File: src/hdl/cpi_pkg.sv
package cpi_pkg;

    // Filter geometry: two phases of TAPS_PER_PHASE taps each.
    localparam int TAPS_PER_PHASE = 15;
    localparam int COEF_COUNT     = 2 * TAPS_PER_PHASE;

    // The adder tree sums the products in groups, then sums the groups.
    localparam int GROUP_SIZE = 4;
    localparam int NUM_GROUPS = (TAPS_PER_PHASE + GROUP_SIZE - 1) / GROUP_SIZE;

    // Command codes of an input transaction.
    localparam logic CMD_SAMPLE = 1'b0;
    localparam logic CMD_LOAD   = 1'b1;

    // Phase codes: the odd phase goes out first, the even phase closes the pair.
    localparam logic PHASE_ODD  = 1'b0;
    localparam logic PHASE_EVEN = 1'b1;

    typedef logic [31:0] t_acc;

    typedef struct packed {
        logic               command;
        logic signed [15:0] sample_re;
        logic signed [15:0] sample_im;
        logic [4:0]         coef_index;
        logic signed [15:0] coef_value;
    } t_in_item;

    typedef struct packed {
        logic signed [15:0] out_re;
        logic signed [15:0] out_im;
        logic               last_of_pair;
    } t_out_item;

    // Registered products of one phase.
    typedef struct packed {
        logic                           last;
        t_acc [TAPS_PER_PHASE-1:0]      prod_re;
        t_acc [TAPS_PER_PHASE-1:0]      prod_im;
    } t_prod_bus;

endpackage

File: src/hdl/cpi_adder.sv
module cpi_adder (
    input  logic               i_clk,
    input  logic               i_rst_n,
    input  logic               i_prod_valid,
    output logic               o_prod_ready,
    input  cpi_pkg::t_prod_bus i_prod,
    output logic               o_out_valid,
    input  logic               i_out_ready,
    output cpi_pkg::t_out_item o_out_item
);

    logic                                 r_part_valid;
    logic                                 r_part_last;
    cpi_pkg::t_acc [cpi_pkg::NUM_GROUPS-1:0] r_part_re;
    cpi_pkg::t_acc [cpi_pkg::NUM_GROUPS-1:0] r_part_im;
    cpi_pkg::t_acc [cpi_pkg::NUM_GROUPS-1:0] n_part_re;
    cpi_pkg::t_acc [cpi_pkg::NUM_GROUPS-1:0] n_part_im;
    logic                                 r_out_valid;
    cpi_pkg::t_out_item                   r_out_item;
    cpi_pkg::t_out_item                   n_out_item;
    logic                                 out_en;

    assign out_en       = !r_out_valid || i_out_ready;
    assign o_prod_ready = !r_part_valid || out_en;

    // First tree level: wrapping sums over groups of products.
    always_comb begin
        for (int g = 0; g < cpi_pkg::NUM_GROUPS; g++) begin
            n_part_re[g] = '0;
            n_part_im[g] = '0;
        end
        for (int k = 0; k < cpi_pkg::TAPS_PER_PHASE; k++) begin
            n_part_re[k / cpi_pkg::GROUP_SIZE] = n_part_re[k / cpi_pkg::GROUP_SIZE]
                                                 + i_prod.prod_re[k];
            n_part_im[k / cpi_pkg::GROUP_SIZE] = n_part_im[k / cpi_pkg::GROUP_SIZE]
                                                 + i_prod.prod_im[k];
        end
    end

    always_ff @(posedge i_clk) begin
        if (!i_rst_n) begin
            r_part_valid <= 1'b0;
        end else if (o_prod_ready) begin
            r_part_valid <= i_prod_valid;
        end
    end

    always_ff @(posedge i_clk) begin
        if (o_prod_ready && i_prod_valid) begin
            r_part_re   <= n_part_re;
            r_part_im   <= n_part_im;
            r_part_last <= i_prod.last;
        end
    end

    // Second tree level: sum the groups and keep the upper half.
    always_comb begin
        cpi_pkg::t_acc sum_re;
        cpi_pkg::t_acc sum_im;
        sum_re = '0;
        sum_im = '0;
        for (int g = 0; g < cpi_pkg::NUM_GROUPS; g++) begin
            sum_re = sum_re + r_part_re[g];
            sum_im = sum_im + r_part_im[g];
        end
        n_out_item.out_re       = sum_re[31:16];
        n_out_item.out_im       = sum_im[31:16];
        n_out_item.last_of_pair = r_part_last;
    end

    // Output register, holds a result until the transaction completes.
    always_ff @(posedge i_clk) begin
        if (!i_rst_n) begin
            r_out_valid <= 1'b0;
        end else if (out_en) begin
            r_out_valid <= r_part_valid;
        end
    end

    always_ff @(posedge i_clk) begin
        if (out_en && r_part_valid) begin
            r_out_item <= n_out_item;
        end
    end

    assign o_out_valid = r_out_valid;
    assign o_out_item  = r_out_item;

endmodule

File: config.mk
export PLATFORM = sky130hd
export DESIGN_NAME = cpi_adder
export DESIGN_NICKNAME = d
export VERILOG_FILES = /design/src/hdl/cpi_pkg.sv /design/src/hdl/cpi_adder.sv
export SDC_FILE = /design/constraint.sdc
export NUM_CORES = 2
export LEC_CHECK = 0
export ABC_AREA = 1
export BUFFER_PORTS_ARGS = -buffer_cell sky130_fd_sc_hd__buf_2
export CELL_PAD_IN_SITES_DETAIL_PLACEMENT = 0
export CELL_PAD_IN_SITES_GLOBAL_PLACEMENT = 1
export CORE_AREA = 2 2 386 388
export CTS_CLUSTER_SIZE = 25
export DETAILED_ROUTE_END_ITERATION = 7
export DIE_AREA = 0 0 388 390
export PLACE_DENSITY = 0.78
export SETUP_SLACK_MARGIN = 0.1
export SLEW_MARGIN = 25
export SYNTH_ARGS = -nofsm -noshare
export SYNTH_HDL_FRONTEND = slang
export SYNTH_SLANG_ARGS = --single-unit
export TNS_END_PERCENT = 30
File: constraint.sdc
create_clock -name i_clk -period 8.1 [get_ports i_clk]
set_input_delay 0.81 -clock i_clk [delete_from_list [all_inputs] [get_ports i_clk]]
set_output_delay 0.81 -clock i_clk [all_outputs]
set_load 0.02 [all_outputs]
# Word level (Yosys, flattened, before mapping)
# Index checks and enable logic that the tools add are counted.
[totals]
register_bits = 292
in_bits = 965
mem_count = 0
latch_bits = 0
rom_bits = 0
mem_bits_rw = 0
out_inout_bits = 35
[op_classes]
reduce_logical = 6
magnitude_cmp = 0
multipliers = 0
eq_ne = 0
shift = 0
mux = 0
bitwise = 0
div_mod_pow = 0
add_sub_neg = 28
[op_table]
columns = ["cell", "n"]
rows = [
  ["32-bit adder", 28],
  ["1-bit logical AND", 2],
  ["1-bit logical NOT", 2],
  ["1-bit logical OR", 2],
]

# Depth between registers and ports, before layout
[logic_depth]
ltp_word = 4
ltp_mapped = 17
mapped_depth_nobuf = 17

# Least setup slack after synthesis
# No wires, ideal clock.
[synth_path]
path_type = "input -> register"
startpoint = "input port i_out_ready"
endpoint = "register r_part_im[0] (netlist name) (enable)"
path_buffers = 0
slack_ps = 1353
path_stages = 4
t_arrival_ps = 6139
cell_sequence = "inv_1 > nand3_1 > nand2_1 > inv_1"
[synth_between]
elab_chain_cells = 3
[synth_lines]
columns = ["item", "line_no", "source"]
rows = [
  ["from (decl)", "cpi_adder.sv:8", "input logic i_out_ready,"],
  ["1-bit logical OR", "cpi_adder.sv:23", "assign out_en = !r_out_valid || i_out_ready;"],
  ["1-bit logical OR", "cpi_adder.sv:24", "assign o_prod_ready = !r_part_valid || out_en;"],
  ["named net o_prod_ready", "cpi_adder.sv:5", "output logic o_prod_ready,"],
  ["1-bit logical AND", "cpi_adder.sv:49", "if (o_prod_ready && i_prod_valid) begin"],
  ["to (signal assigned)", "cpi_adder.sv:51", "r_part_im <= n_part_im;"],
  ["to (decl)", "cpi_adder.sv:15", "cpi_pkg::t_acc [cpi_pkg::NUM_GROUPS-1:0] r_part_im;"],
]
# The timed path passes the listed nets, and every way through them passes these cells.
# A chain may end at the register's enable or synchronous reset.

==> out/metrics.cfg <==
[status]
outcome=finished clean

[setup_path]
path_max_fanout=3
worstReg2RegStart=r_part_im[42]$_DFFE_PP_
r2r_cells=12
path_class=flop to flop
start_kind=flop
ff2ff_setup_slack_ns=4.43
cp.arrival_ns=3.90
critPathLaunch=r_part_im[42]$_DFFE_PP_
required_ns=8.33
worstSetupEndpointType=flop
r2r_end=o_out_item[4]$_DFFE_PP_
worstSetupEndpoint=o_out_item[4]$_DFFE_PP_

[clock_network]
htreeDepth=2
hold_buffers=0
cts_resized=0
post_cts_buffers=0
clkSinkCount=292
clk_pin_slew_ns=0.07
clk_latency_ns=0.56
cts-root-buf=clkbuf_16
clk_path_buf_depth=3
cts-buffers-inserted=37
cts_tree=yes

[synthesis]
syn-instance-count=6801
yosysUniqueCellTypes=31
synth_compound_area_frac=0.0380
yosys_warnings=0
synthTopCellsByArea=fa_1 24%, edfxtp_1 18%, inv_1 18%
synth_mux_area_frac=0
yosys.area_share.simple=0.248
netlist.top_cell.by_area=fa_1
synth_top_family_by_area=adder cells
ys_ff_latch=292
synthAdderAreaFrac=0.317
synth_top_area_frac=0.236
post_synth.cell_area_avg_um2=6.95
yosysSeqAreaShare=0.185
synth_xor_area_frac=0.0306
synth_nets=8628
syn_area_um2=47300

[place]
place_congestion=0.970
port_buffers=999
dp_hpwl_um=148000

[pwr]
switching_share=0.573
p_leak_nw=33.8
power_mw=23.5
powerDensity_nw_per_um2=419
vdd_drop_max_mv=0.298
comb_power_share=0.792
intPower_mw=10.0
switchingPower_mw=13.5
seqPwrFrac=0.132
p_clk_frac=0.076

[timing]
slew_viol_final=0
finalClockSkew_ns=0.0442
period_needed_ns=3.67
rsz0062_at_grt=no
slew_headroom=0.342
fmax_ghz=0.272
whs_ns=0.433
worst_pin_slew_ns=0.987
finalSetupViolations=0
final-hold-violation-count=0
tns_ns=0
fin_crit_sh=0.453

[route]
wirelength_um=163000
wl_per_cell_um=16.6
drcViolationCount=0
vias_per_cell=4.35
drt_iter0_drc=2589
drt_first_pass_iters=6
ant_nets=0
route.vias.total=42600

[floorplanning]
initial_core_util=0.321
fp.dieH_um=390
dieArea_um2=151000
ios=1000
core_um2=147000
die_w_um=388
rows=141

[global_route]
track_usage=0.211
grt_max_degree=80
grt_pass1_vias=42700
antenna_found_initial=15
gr-total-overflow=0
grt_pass1_wl_um=245000

[finish]
nets=9670
multi_input_area_um2=29900
seq_area_um2=8750
drive_above_1_share=0.146
nFillCells=15900
final_cell_mix=2284 x inv_1, 2000 x nand2_1, 999 x buf_2
final_common_cell=inv_1
syn_to_final_growth_pct=18.5

[min_path]
holdCritStartpoint=r_part_last$_DFFE_PP_
hold_class=flop to flop

[run]
maxCapViolations=0

==> logic make-up after synthesis <==
logic type / count (synthesis)
and+or+nand+nor: 2893
DFF: 292
xor gates and xnor gates: 165
AOI/OAI and AO/OA: 299
adders and majority gates: 862
buffers and inverters: 2290
==> per-stage QoR <==
step	instances	instance area, um^2	utilization	setup WS, ns
after global placement	9734	54700	0.372	4.09
after floorplan	6801	47300	-	1.35
final	9803	56000	0.381	4.43
after CTS	9801	56000	0.381	4.39
after global routing	9801	56000	0.381	4.29
after detailed placement	9734	54700	0.372	4.07
==> sequential cells by signal, summed over array words and instances (netlist names) <==
name	count
o_out_valid	1
r_part_last	1
r_part_im	128
o_out_item	33
r_part_valid	1
r_part_re	128
==> layer usage <==
layer  wire, um  GRT usage  part of all wire
met5         87          0           0.00053
met4       2780     0.0352             0.017
met3       7940     0.0216             0.049
met2      76600      0.361              0.47
met1      75400      0.292              0.46
==> area by class of cell <==
type                            count  share of cell area
Antenna cell                        2           0.0000894
Multi-Input combinational cell   4219               0.534
Tap cell                         1930              0.0431
Clock inverter                     24             0.00552
Inverter                         2290               0.154
Sequential cell                   292               0.156
Timing Repair Buffer             1003              0.0898
Clock buffer                       43              0.0173
==> cells in the mapped netlist, drive strengths merged <==
cell type	instances
xnor2	24
ha	304
nand3	293
and3	12
nand4	41
nand3b	20
and2	9
fa	558
a21o	6
o21a	22
a21oi	191
dfxtp	2
xor2	141
o21ai	4
inv	2290
edfxtp	290
nand2	2030
o21bai	60
a21boi	16
nor2	458
nor3	30
==> worst max-delay path, stage by stage (launching register included) <==
cell,delay [ns]
edfxtp_1,0.45
inv_1,0.22
fa_1,0.48
fa_1,0.50
inv_1,0.04
ha_1,0.31
nand2_1,0.12
inv_1,0.09
nand2_1,0.09
nor3_1,0.21
nand3_1,0.10
nand3_1,0.12
xor2_1,0.60
==> power by group through the flow <==
stage                     clock [mW]  combinational, mW  sequential [mW]
after global placement             0               18.5             3.14
after detailed placement           0               18.6             3.15
after CTS                       1.84               18.7             3.13
final                           1.78               18.6             3.11
after floorplan                    0               12.7             3.08
after global routing            1.90               21.2             3.16
==> how the worst min path moves through the flow <==
| stage | to | slack (ns) | cells after the start |
|---|---|---|---|
| after detailed placement | o_out_item[0]$_DFFE_PP_ | 0.41 | 0 |
| after floorplan | o_out_item[0]$_DFFE_PP_ | 0.40 | 0 |
| after CTS | r_part_last$_DFFE_PP_ | 0.41 | 1 |
| after global routing | r_part_last$_DFFE_PP_ | 0.42 | 1 |
| final | o_out_item[0]$_DFFE_PP_ | 0.43 | 0 |
| after global placement | o_out_item[0]$_DFFE_PP_ | 0.41 | 0 |
Note: power is estimated with default switching activity, not from simulation.
